## src/sv/pes_header_timestamp_parser_unit_defines.svh

```systemverilog
// Assertion macros shared by the PES header timestamp parser.
`ifndef PES_HEADER_TIMESTAMP_PARSER_UNIT_DEFINES_SVH
`define PES_HEADER_TIMESTAMP_PARSER_UNIT_DEFINES_SVH

// The consequent must hold in the same cycle as the antecedent.
`define PES_HDR_ASSERT_SAME(label, clk, rst_n, ante, cons, msg) \
  label: assert property (@(posedge clk) disable iff (!rst_n) (ante) |-> (cons)) \
    else $error(msg);

// The consequent must hold in the cycle after the antecedent.
`define PES_HDR_ASSERT_NEXT(label, clk, rst_n, ante, cons, msg) \
  label: assert property (@(posedge clk) disable iff (!rst_n) (ante) |=> (cons)) \
    else $error(msg);

`endif

```

## src/sv/pes_hdr_pkg.sv

```systemverilog
// Types, codes and helper functions shared by the PES header parser modules.
`default_nettype none
package pes_hdr_pkg;

  localparam int QDEPTH = 4;
  localparam int QAW    = 2;

  localparam logic [2:0] ST_OK        = 3'd0;
  localparam logic [2:0] ST_NO_TS     = 3'd1;
  localparam logic [2:0] ST_BAD_MARK  = 3'd2;
  localparam logic [2:0] ST_TOO_SHORT = 3'd3;
  localparam logic [2:0] ST_TRUNC     = 3'd4;

  localparam logic [1:0] FLAGS_PTS_DTS = 2'b11;
  localparam logic [1:0] FLAGS_PTS     = 2'b10;
  localparam logic [1:0] MARKER_OK     = 2'b10;

  localparam logic [8:0] HL_MIN_PTS_DTS = 9'd13;
  localparam logic [8:0] HL_MIN_PTS     = 9'd8;
  localparam logic [8:0] HL_BIAS        = 9'd3;

  localparam logic [3:0] POS_NONE    = 4'd15;
  localparam logic [3:0] POS_DTS     = 4'd5;
  localparam logic [3:0] POS_END     = 4'd10;

  typedef struct packed {
    logic [7:0] data_byte;
    logic       first_byte;
    logic       last_byte;
  } in_beat_t;

  typedef struct packed {
    logic [2:0]  status;
    logic [32:0] pts_value;
    logic [32:0] dts_value;
    logic [8:0]  header_length;
  } out_beat_t;

  typedef enum logic [1:0] {
    OP_NONE,
    OP_START,
    OP_FLAGS,
    OP_BODY
  } op_t;

  typedef enum logic [1:0] {
    EMIT_NONE,
    EMIT_BAD,
    EMIT_TRUNC,
    EMIT_FINISH
  } emit_t;

  typedef struct packed {
    op_t        op;
    emit_t      emit;
    logic [7:0] data;
    logic [3:0] pos;
    logic [8:0] hl;
  } cmd_t;

  function automatic logic [32:0] ts_piece(input logic [2:0] pos, input logic [7:0] b);
    logic [32:0] r;
    case (pos)
      3'd0:    r = {b[3:1], 30'b0};
      3'd1:    r = {3'b0, b, 22'b0};
      3'd2:    r = {11'b0, b[7:1], 15'b0};
      3'd3:    r = {18'b0, b, 7'b0};
      3'd4:    r = {26'b0, b[7:1]};
      default: r = '0;
    endcase
    return r;
  endfunction

endpackage
`default_nettype wire

```

## src/sv/pes_hdr_front.sv

```systemverilog
// Front end: tracks the header position of each byte and turns it into a command.
`default_nettype none
module pes_hdr_front (
  input  wire                     clk,
  input  wire                     rst_n,
  input  wire                     accept,
  input  pes_hdr_pkg::in_beat_t   in_data,
  output logic                    cmd_valid,
  output pes_hdr_pkg::cmd_t       cmd
);

  typedef enum logic [1:0] {
    PH_IDLE,
    PH_FLAGS,
    PH_HLEN,
    PH_BODY
  } phase_t;

  phase_t     phase_r, phase_nxt;
  logic [7:0] dlen_r, dlen_nxt;
  logic [7:0] cnt_r, cnt_nxt;

  always_comb begin
    phase_nxt = phase_r;
    dlen_nxt  = dlen_r;
    cnt_nxt   = cnt_r;
    cmd_valid = 1'b0;
    cmd.op    = pes_hdr_pkg::OP_NONE;
    cmd.emit  = pes_hdr_pkg::EMIT_NONE;
    cmd.data  = in_data.data_byte;
    cmd.pos   = pes_hdr_pkg::POS_NONE;
    cmd.hl    = '0;
    if (in_data.first_byte) begin
      cmd_valid = 1'b1;
      cmd.op    = pes_hdr_pkg::OP_START;
      dlen_nxt  = '0;
      cnt_nxt   = '0;
      if (in_data.data_byte[7:6] != pes_hdr_pkg::MARKER_OK) begin
        cmd.emit  = pes_hdr_pkg::EMIT_BAD;
        phase_nxt = PH_IDLE;
      end else if (in_data.last_byte) begin
        cmd.emit  = pes_hdr_pkg::EMIT_TRUNC;
        phase_nxt = PH_IDLE;
      end else begin
        phase_nxt = PH_FLAGS;
      end
    end else begin
      unique case (phase_r)
        PH_IDLE: begin
          cmd_valid = 1'b0;
        end
        PH_FLAGS: begin
          cmd_valid = 1'b1;
          cmd.op    = pes_hdr_pkg::OP_FLAGS;
          if (in_data.last_byte) begin
            cmd.emit  = pes_hdr_pkg::EMIT_TRUNC;
            phase_nxt = PH_IDLE;
          end else begin
            phase_nxt = PH_HLEN;
          end
        end
        PH_HLEN: begin
          cmd_valid = 1'b1;
          dlen_nxt  = in_data.data_byte;
          cnt_nxt   = '0;
          cmd.hl    = {1'b0, in_data.data_byte} + pes_hdr_pkg::HL_BIAS;
          if (in_data.data_byte == 8'd0) begin
            cmd.emit  = pes_hdr_pkg::EMIT_FINISH;
            phase_nxt = PH_IDLE;
          end else if (in_data.last_byte) begin
            cmd.emit  = pes_hdr_pkg::EMIT_TRUNC;
            phase_nxt = PH_IDLE;
          end else begin
            phase_nxt = PH_BODY;
          end
        end
        PH_BODY: begin
          cmd_valid = 1'b1;
          cmd.op    = pes_hdr_pkg::OP_BODY;
          cmd.hl    = {1'b0, dlen_r} + pes_hdr_pkg::HL_BIAS;
          if (cnt_r < {4'b0, pes_hdr_pkg::POS_END}) begin
            cmd.pos = cnt_r[3:0];
          end
          cnt_nxt = cnt_r + 8'd1;
          if (cnt_nxt == dlen_r) begin
            cmd.emit  = pes_hdr_pkg::EMIT_FINISH;
            phase_nxt = PH_IDLE;
          end else if (in_data.last_byte) begin
            cmd.emit  = pes_hdr_pkg::EMIT_TRUNC;
            phase_nxt = PH_IDLE;
          end
        end
        default: begin
          phase_nxt = PH_IDLE;
        end
      endcase
    end
  end

  always_ff @(posedge clk) begin
    if (!rst_n) begin
      phase_r <= PH_IDLE;
      dlen_r  <= '0;
      cnt_r   <= '0;
    end else if (accept) begin
      phase_r <= phase_nxt;
      dlen_r  <= dlen_nxt;
      cnt_r   <= cnt_nxt;
    end
  end

endmodule
`default_nettype wire

```

## src/sv/pes_hdr_cmd_fifo.sv

```systemverilog
// Short command queue between the front end and the back end.
`default_nettype none
module pes_hdr_cmd_fifo (
  input  wire                 clk,
  input  wire                 rst_n,
  input  wire                 push,
  input  pes_hdr_pkg::cmd_t   push_cmd,
  input  wire                 pop,
  output logic                full,
  output logic                empty,
  output pes_hdr_pkg::cmd_t   head_cmd
);

  pes_hdr_pkg::cmd_t              mem_r [pes_hdr_pkg::QDEPTH];
  logic [pes_hdr_pkg::QAW-1:0]    wr_ptr_r, wr_ptr_nxt;
  logic [pes_hdr_pkg::QAW-1:0]    rd_ptr_r, rd_ptr_nxt;
  logic [pes_hdr_pkg::QAW:0]      count_r, count_nxt;

  assign full     = (count_r == (pes_hdr_pkg::QAW+1)'(pes_hdr_pkg::QDEPTH));
  assign empty    = (count_r == '0);
  assign head_cmd = mem_r[rd_ptr_r];

  always_comb begin
    wr_ptr_nxt = wr_ptr_r;
    rd_ptr_nxt = rd_ptr_r;
    count_nxt  = count_r;
    if (push) begin
      wr_ptr_nxt = wr_ptr_r + 1'b1;
    end
    if (pop) begin
      rd_ptr_nxt = rd_ptr_r + 1'b1;
    end
    if (push && !pop) begin
      count_nxt = count_r + 1'b1;
    end else if (pop && !push) begin
      count_nxt = count_r - 1'b1;
    end
  end

  always_ff @(posedge clk) begin
    if (push) begin
      mem_r[wr_ptr_r] <= push_cmd;
    end
  end

  always_ff @(posedge clk) begin
    if (!rst_n) begin
      wr_ptr_r <= '0;
      rd_ptr_r <= '0;
      count_r  <= '0;
    end else begin
      wr_ptr_r <= wr_ptr_nxt;
      rd_ptr_r <= rd_ptr_nxt;
      count_r  <= count_nxt;
    end
  end

endmodule
`default_nettype wire

```

## src/sv/pes_hdr_back.sv

```systemverilog
// Back end: assembles the timestamps and drives the result register.
`default_nettype none
module pes_hdr_back (
  input  wire                     clk,
  input  wire                     rst_n,
  input  wire                     q_empty,
  input  pes_hdr_pkg::cmd_t       q_cmd,
  output logic                    q_pop,
  output logic                    out_valid,
  input  wire                     out_stall,
  output pes_hdr_pkg::out_beat_t  out_data
);

  logic [1:0]              flags_r, flags_nxt;
  logic [32:0]             pts_r, pts_nxt;
  logic [32:0]             dts_r, dts_nxt;
  logic                    out_valid_r, out_valid_nxt;
  pes_hdr_pkg::out_beat_t  out_data_r, out_data_nxt;
  logic                    slot_free;
  logic [3:0]              dts_pos;

  assign slot_free = !out_valid_r || !out_stall;
  assign q_pop     = !q_empty && ((q_cmd.emit == pes_hdr_pkg::EMIT_NONE) || slot_free);
  assign dts_pos   = q_cmd.pos - pes_hdr_pkg::POS_DTS;
  assign out_valid = out_valid_r;
  assign out_data  = out_data_r;

  always_comb begin
    flags_nxt     = flags_r;
    pts_nxt       = pts_r;
    dts_nxt       = dts_r;
    out_valid_nxt = out_valid_r && out_stall;
    out_data_nxt  = out_data_r;
    if (q_pop) begin
      case (q_cmd.op)
        pes_hdr_pkg::OP_START: begin
          flags_nxt = '0;
          pts_nxt   = '0;
          dts_nxt   = '0;
        end
        pes_hdr_pkg::OP_FLAGS: begin
          flags_nxt = q_cmd.data[7:6];
        end
        pes_hdr_pkg::OP_BODY: begin
          if (q_cmd.pos < pes_hdr_pkg::POS_DTS) begin
            pts_nxt = pts_r | pes_hdr_pkg::ts_piece(q_cmd.pos[2:0], q_cmd.data);
          end else if (q_cmd.pos < pes_hdr_pkg::POS_END) begin
            dts_nxt = dts_r | pes_hdr_pkg::ts_piece(dts_pos[2:0], q_cmd.data);
          end
        end
        default: begin
        end
      endcase
      if (q_cmd.emit != pes_hdr_pkg::EMIT_NONE) begin
        out_valid_nxt              = 1'b1;
        out_data_nxt.pts_value     = '0;
        out_data_nxt.dts_value     = '0;
        out_data_nxt.header_length = q_cmd.hl;
        unique case (q_cmd.emit)
          pes_hdr_pkg::EMIT_BAD: begin
            out_data_nxt.status        = pes_hdr_pkg::ST_BAD_MARK;
            out_data_nxt.header_length = '0;
          end
          pes_hdr_pkg::EMIT_TRUNC: begin
            out_data_nxt.status = pes_hdr_pkg::ST_TRUNC;
          end
          default: begin
            if (flags_nxt == pes_hdr_pkg::FLAGS_PTS_DTS) begin
              if (q_cmd.hl < pes_hdr_pkg::HL_MIN_PTS_DTS) begin
                out_data_nxt.status = pes_hdr_pkg::ST_TOO_SHORT;
              end else begin
                out_data_nxt.status    = pes_hdr_pkg::ST_OK;
                out_data_nxt.pts_value = pts_nxt;
                out_data_nxt.dts_value = dts_nxt;
              end
            end else if (flags_nxt == pes_hdr_pkg::FLAGS_PTS) begin
              if (q_cmd.hl < pes_hdr_pkg::HL_MIN_PTS) begin
                out_data_nxt.status = pes_hdr_pkg::ST_TOO_SHORT;
              end else begin
                out_data_nxt.status    = pes_hdr_pkg::ST_OK;
                out_data_nxt.pts_value = pts_nxt;
                out_data_nxt.dts_value = pts_nxt;
              end
            end else begin
              out_data_nxt.status = pes_hdr_pkg::ST_NO_TS;
            end
          end
        endcase
      end
    end
  end

  always_ff @(posedge clk) begin
    flags_r    <= flags_nxt;
    pts_r      <= pts_nxt;
    dts_r      <= dts_nxt;
    out_data_r <= out_data_nxt;
  end

  always_ff @(posedge clk) begin
    if (!rst_n) begin
      out_valid_r <= 1'b0;
    end else begin
      out_valid_r <= out_valid_nxt;
    end
  end

endmodule
`default_nettype wire

```

## src/sv/pes_header_timestamp_parser_unit.sv

```systemverilog
// Top level: the PES optional-header timestamp parser.
// A header's closing byte queues a command; the back end then registers its result.
// Throughput: one byte per cycle; the input stalls only when the four-entry
// command queue is full, which happens only while the result register is held.
// Reset: synchronous active-low rst_n empties the queue and the result register
// and returns the parser to idle, waiting for a first byte.
`default_nettype none
`include "pes_header_timestamp_parser_unit_defines.svh"
module pes_header_timestamp_parser_unit (
  input  wire                     clk,
  input  wire                     rst_n,
  input  wire                     in_valid,
  output logic                    in_stall,
  input  pes_hdr_pkg::in_beat_t   in_data,
  output logic                    out_valid,
  input  wire                     out_stall,
  output pes_hdr_pkg::out_beat_t  out_data
);

  logic               in_accept;
  logic               cmd_valid;
  pes_hdr_pkg::cmd_t  front_cmd;
  pes_hdr_pkg::cmd_t  head_cmd;
  logic               q_full;
  logic               q_empty;
  logic               q_pop;

  assign in_stall  = q_full;
  assign in_accept = in_valid && !q_full;

  pes_hdr_front u_front (
    .clk       (clk),
    .rst_n     (rst_n),
    .accept    (in_accept),
    .in_data   (in_data),
    .cmd_valid (cmd_valid),
    .cmd       (front_cmd)
  );

  pes_hdr_cmd_fifo u_fifo (
    .clk      (clk),
    .rst_n    (rst_n),
    .push     (in_accept && cmd_valid),
    .push_cmd (front_cmd),
    .pop      (q_pop),
    .full     (q_full),
    .empty    (q_empty),
    .head_cmd (head_cmd)
  );

  pes_hdr_back u_back (
    .clk       (clk),
    .rst_n     (rst_n),
    .q_empty   (q_empty),
    .q_cmd     (head_cmd),
    .q_pop     (q_pop),
    .out_valid (out_valid),
    .out_stall (out_stall),
    .out_data  (out_data)
  );

  `PES_HDR_ASSERT_SAME(a_ok_has_room, clk, rst_n,
    out_valid && (out_data.status == pes_hdr_pkg::ST_OK),
    out_data.header_length >= pes_hdr_pkg::HL_MIN_PTS, "ok result with short header")
  `PES_HDR_ASSERT_SAME(a_bad_is_clean, clk, rst_n,
    out_valid && (out_data.status != pes_hdr_pkg::ST_OK),
    (out_data.pts_value == '0) && (out_data.dts_value == '0), "timestamps on failed header")
  `PES_HDR_ASSERT_SAME(a_bad_marker_no_len, clk, rst_n,
    out_valid && (out_data.status == pes_hdr_pkg::ST_BAD_MARK),
    out_data.header_length == '0, "bad marker with header length")
  `PES_HDR_ASSERT_NEXT(a_empty_no_stall, clk, rst_n,
    q_empty && !(in_accept && cmd_valid), !in_stall, "input stalled with empty queue")

endmodule
`default_nettype wire
```

## config.mk

```make
export PLATFORM = sky130hd
export DESIGN_NAME = pes_header_timestamp_parser_unit
export DESIGN_NICKNAME = d
export VERILOG_FILES = /design/src/sv/pes_hdr_pkg.sv /design/src/sv/pes_hdr_front.sv /design/src/sv/pes_hdr_cmd_fifo.sv /design/src/sv/pes_hdr_back.sv /design/src/sv/pes_header_timestamp_parser_unit.sv
export VERILOG_INCLUDE_DIRS = /design/src /design/src/sv
export SDC_FILE = /design/constraint.sdc
export NUM_CORES = 1
export LEC_CHECK = 0
export BUFFER_PORTS_ARGS = -buffer_cell sky130_fd_sc_hd__buf_2
export CAP_MARGIN = 25
export CORE_UTILIZATION = 39
export CTS_CLUSTER_SIZE = 40
export DETAILED_ROUTE_END_ITERATION = 12
export GPL_ROUTABILITY_DRIVEN = 0
export PLACE_DENSITY_LB_ADDON = 0.05
export SLEW_MARGIN = 20
export SYNTH_ARGS = -nofsm -noshare
export SYNTH_HDL_FRONTEND = slang
export SYNTH_SLANG_ARGS = --single-unit
```

## constraint.sdc

```tcl
create_clock -name clk -period 7.5 [get_ports clk]
set_input_delay 1.5 -clock clk [delete_from_list [all_inputs] [get_ports clk]]
set_output_delay 1.5 -clock clk [all_outputs]
set_load 0.03 [all_outputs]
```

== After elaboration in Yosys (flattened, before gate mapping) ==
Memories as Yosys holds them, arrays and structs flattened. A register that Yosys moved wholly into a read port is not among the register bits.
Cells that the tools add are included.
Word-level totals
  flip-flop bits (word level): 172
  memories: 1
  word-level logic and storage cells: 141
  output and inout port bits: 80
  bits in writable memories: 100
Memories
  u_fifo.mem_r: depth 4, bits a word 25, rd ports 1, clocked after Yosys merged registers in 1, wr ports 1, RTL line pes_hdr_cmd_fifo.sv:14  | pes_hdr_pkg::cmd_t mem_r [pes_hdr_pkg::QDEPTH];
Cells by class
  muxes and demuxes: 58
  reductions and logical operators: 31
  equal/unequal tests: 22
  magnitude comparators: 5
  $add $sub $neg: 8
  bitwise gates (word level): 2
Operator list (number)
  33-bit two-way mux: 10
  33-bit one-hot mux with 5 select lines: 2
  66-bit two-way mux: 3
  33-bit one-hot mux with 2 select lines: 2
  69-bit two-way mux: 1
  33-bit bitwise OR: 2
  2-bit two-way mux: 16
  8-bit two-way mux: 3
  8-bit by 2-bit adder with 9-bit output (second input constant): 2
  9-bit by 4-bit less-than comparator with 1-bit output (second input constant): 2
  9-bit one-hot mux with 2 select lines: 1
  8-bit one-hot mux with 2 select lines: 1
  2-bit equality test (second input constant): 7
  13-bit two-way mux: 1
  3-bit by 2-bit equality test with 1-bit output (second input constant): 4
  4-bit two-way mux: 3
  2-bit one-hot mux with 3 select lines: 2
  3-bit equality test (second input constant): 3
  3-bit zero test: 3
  3-bit two-way mux: 3
  8-bit by 1-bit adder with 8-bit output (second input constant): 1
  8-bit equality test: 1
  8-bit zero test: 1
  8-bit by 4-bit less-than comparator with 1-bit output (second input constant): 1
  25 further kinds: 51

== Logic depth before layout (Yosys ltp) ==
  depth after elaboration: 14
  depth in mapped cells: 13
  depth with buffers taken out: 10

== By module ==
Synthesis repeated with hierarchy kept, for this count alone.
Unflattened totals
  cell total of the unflattened synthesis: 881
  area total of the unflattened synthesis: 12380.6 sq um
By module, submodules not included
  pes_hdr_back: sequential area each 4404.2 sq um, times used 1, area an instance 6621.4 sq um, cells each 497
  pes_hdr_cmd_fifo: sequential area each 3183.1 sq um, times used 1, area an instance 4096.4 sq um, cells each 174
  pes_hdr_front: sequential area each 360.3 sq um, times used 1, area an instance 1647.8 sq um, cells each 208
  pes_header_timestamp_parser_unit: sequential area each 0.0 sq um, times used 1, area an instance 15.0 sq um, cells each 2

== Least setup slack after synthesis ==
No wires, ideal clock.
  path kind: in2reg
  from: in out_stall
  to: reg u_back.out_data_r (netlist bit u_back.out_data[0]), enable pin
  buffers on the path: 0
  data required time: 6.983 ns
  library setup time: 0.517 ns
  arrival time: 4.980 ns
  stages: 3
  setup slack: 2.003 ns
  cell sequence: nand2_1 > o32ai_1 > nor2_1
Between the ends
  word-level cells in the longest chain between the ends: 5
Ends and longest elaborated chain
  from (decl): RTL line pes_header_timestamp_parser_unit.sv:16  | input wire out_stall,
  1-bit zero test: RTL line pes_hdr_back.sv:22  | assign slot_free = !out_valid_r || !out_stall;
  1-bit logical OR: RTL line pes_hdr_back.sv:22
  1-bit logical OR: RTL line pes_hdr_back.sv:23  | assign q_pop = !q_empty && ((q_cmd.emit == pes_hdr_pkg::EMIT_NONE) || slot_free);
  1-bit logical AND: RTL line pes_hdr_back.sv:23
  2-bit AND reduction (no source line)
  to (signal assigned): RTL line pes_hdr_back.sv:97  | out_data_r <= out_data_nxt;
  to (decl): RTL line pes_hdr_back.sv:18  | pes_hdr_pkg::out_beat_t out_data_r, out_data_nxt;
No other way between the ends.
A chain may end at the register's enable or synchronous reset.

==> results.json <==
{
  "synth.distinct_cells": 74,
  "clk_pin_slew_worst_paths_ps": 60,
  "critical_path_class": "reg -> reg",
  "dpl.hpwl_mm": 17.7,
  "hold_viol_final": 0,
  "yosysWarnings": 0,
  "hold_ws_ps": 534,
  "setup_tns_ps": 0,
  "crit_family": "simple AND/OR/NAND/NOR gates",
  "power_leakage_nw": 4.96,
  "post_dp_cell_area_sq_mm": 0.0126,
  "clkPwrFrac_pct": 25.2,
  "final.period_utilization_pct": 51.5,
  "critPathMaxStageDelay_ps": 820,
  "clock_latency_ps": 560,
  "cp_common_cell": "nor2_4",
  "stdcell_area_sq_mm": 0.0137,
  "dr.first_iter.drc_count": 475,
  "syn2layout_area_growth_pct": 16.0,
  "synth_edf_count": 246,
  "cp.required_ps": 7910,
  "combPwrFrac_pct": 34.3,
  "clk_path_buf_depth": 3,
  "synth-main-ff-cell": "edfxtp_1",
  "clock_sinks": 274,
  "die_h_microns": 176,
  "cts_max_level": 1,
  "synth_area_sq_mm": 0.0119,
  "ir_worst_vdd_uv": 248,
  "chipWidth_microns": 176,
  "p_seq_share_pct": 40.5,
  "cp.arrival_ps": 4270,
  "cts_made_buffers": 30,
  "cap_viol_max_count": 0,
  "slew_violations": 0,
  "crit_buf_inv": 1,
  "setup_viol": 0,
  "fp.coreArea_sq_mm": 0.0298,
  "vias": 7017,
  "final_common_cell": "edfxtp_1",
  "crit_chain": "buf_4 -> mux4_2 -> ha_1 -> nand4b_1 -> a32o_1 -> nor2_4 -> nor2_4 -> nor2b_1",
  "drc": 0,
  "grt_pass1_vias": 7067,
  "path_max_fanout": 34,
  "routed_wirelength_mm": 26.3,
  "post-route-min-period_ps": 3860,
  "worst_pin_slew_ps": 981,
  "start_kind": "flip-flop",
  "yosys_register_bits": 274,
  "tritoncts": "yes",
  "grt_max_degree": 71,
  "cts_resized": 0,
  "viasPerCell": 5.27,
  "ctsHoldBuffers": 0,
  "slew_headroom_pct": 34.2,
  "clock-root-buffer": "clkbuf_16",
  "grt_usage_pct": 17.0,
  "wire_per_inst_microns": 19.7,
  "switching_power_mw": 2.24,
  "ys_seq_area_share_pct": 67.1,
  "fin_skew_ps": 24.7,
  "start_util_pct": 39.8,
  "grt_pass1_wl_mm": 40.7,
  "drive_gt1_share_pct": 21.1,
  "intPower_mw": 3.97,
  "syn-num-nets": 854,
  "status": "complete, no violations",
  "fmax_mhz": 259,
  "layout_common_cells": "edfxtp_1 (246), buf_2 (93), nand2_1 (76), nor2b_1 (49), a22o_1 (38)",
  "portBuffers": 93,
  "grt_overflow": 0,
  "rsz0062_at_grt": "no",
  "cp-end-kind": "flip-flop",
  "p_per_area_mw_per_mm2": 452,
  "cts_setup_buffers": 0,
  "diodes": 0,
  "p_sw_share_pct": 36.1,
  "firstDrtPassIters": 5,
  "io_pins": 94,
  "antenna_found_initial": 0,
  "syn_inst": 824,
  "async_flop_share_pct": 0,
  "slowest_stage": "dfxtp_1",
  "dieArea_sq_mm": 0.0311,
  "final_nets": 949,
  "ant_nets": 0,
  "avgSynthCellArea_sq_um": 14.4,
  "hold_class": "reg -> reg",
  "num_rows": 63
}
## tightest hold or removal path, stage by stage, from the launching register on
cell	delay, ps
dfxtp_1	330
o21ai_0	70
a21boi_0	80
## final timing paths
path	from	to	slack [ps]	cells past startpoint
worst max-delay path	flip-flop	u_back.out_data[65]	3640	8
worst max register to register	flip-flop	u_back.out_data[65]	3640	8
worst min-delay path	u_fifo.count_r[2]	u_fifo.count_r[2]	530	2
worst min register to register	u_fifo.count_r[2]	u_fifo.count_r[2]	530	2
## state kept, by name (all words and copies together), names as in the netlist, named ones only
signal / count
u_fifo.mem_r: 100
u_back.out_data: 78
u_back.dts_r: 33
u_back.pts_r: 33
u_front.cnt_r: 8
u_front.dlen_r: 8
u_fifo.count_r: 3
u_back.flags_r: 2
u_fifo.rd_ptr_r: 2
u_fifo.wr_ptr_r: 2
u_front.phase_r: 2
u_back.out_valid: 1
## power groups by stage
stage | clock network (mW) | registers, mW | logic [mW]
floorplan | 0 | 3.02 | 1.10
global placement | 0 | 2.54 | 2.12
detailed placement | 0 | 2.55 | 2.15
CTS | 1.60 | 2.52 | 2.16
global route | 1.66 | 2.57 | 2.32
finish | 1.56 | 2.52 | 2.13
## metrics by stage
step	utilization, %	setup slack [ps]	cells	power (mW)
after floorplan	-	2000	824	4.12
after global placement	42.4	3720	1276	4.66
after detailed placement	42.4	3590	1276	4.71
after CTS	46.1	3610	1331	6.28
after global routing	46.1	3350	1332	6.54
final	46.1	3640	1332	6.21
## cell type report
class	count	area, sq um
timing repair buffer	103	548
fill	2699	16100
clock inverter	11	130
clock buffer	44	950
inverter	29	109
tap	390	488
multi-input combinational	481	3570
sequential	274	7950
## synthesized netlist by cell type, types with 11 or more instances
library cell,instances,share of area [%]
nor2_1,33,1.0
and2_1,13,0.69
clkbuf_1,22,0.70
mux4_2,19,3.6
nor3b_1,11,0.70
o21ai_1,16,0.68
nand2_1,76,2.4
dfxtp_1,28,4.7
a22o_1,38,2.8
ha_1,15,1.6
o21ai_0,37,1.6
edfxtp_1,246,62
a21oi_1,21,0.89
nor2b_1,49,2.6
xnor2_1,14,1.0
inv_1,28,0.89
## logic make-up (layout without fill, tap and decap cells)
| kind of cell | count (synthesis) | after routing | share of synthesized area, % |
|---|---|---|---|
| DFF | 274 | 274 | 67.1 |
| AOI/OAI and AO/OA | 163 | 163 | 9.71 |
| buffers and inverters | 69 | 187 | 2.88 |
| xor gates and xnor gates | 21 | 21 | 1.55 |
| and+or+nand+nor | 247 | 247 | 11.3 |
| adders and majority gates | 16 | 16 | 1.75 |
| muxes | 34 | 34 | 5.71 |
## per-layer routing
layer  vias up  global-route usage [%]  part of all wire (%)
li1       3332                       -                     -
met1      3477                    22.2                    44
met2       160                    29.3                    49
met3        48                    2.45                   3.7
met4         0                    5.14                   2.8
met5         -                       0                     0
(Power assumes the default switching activity.)
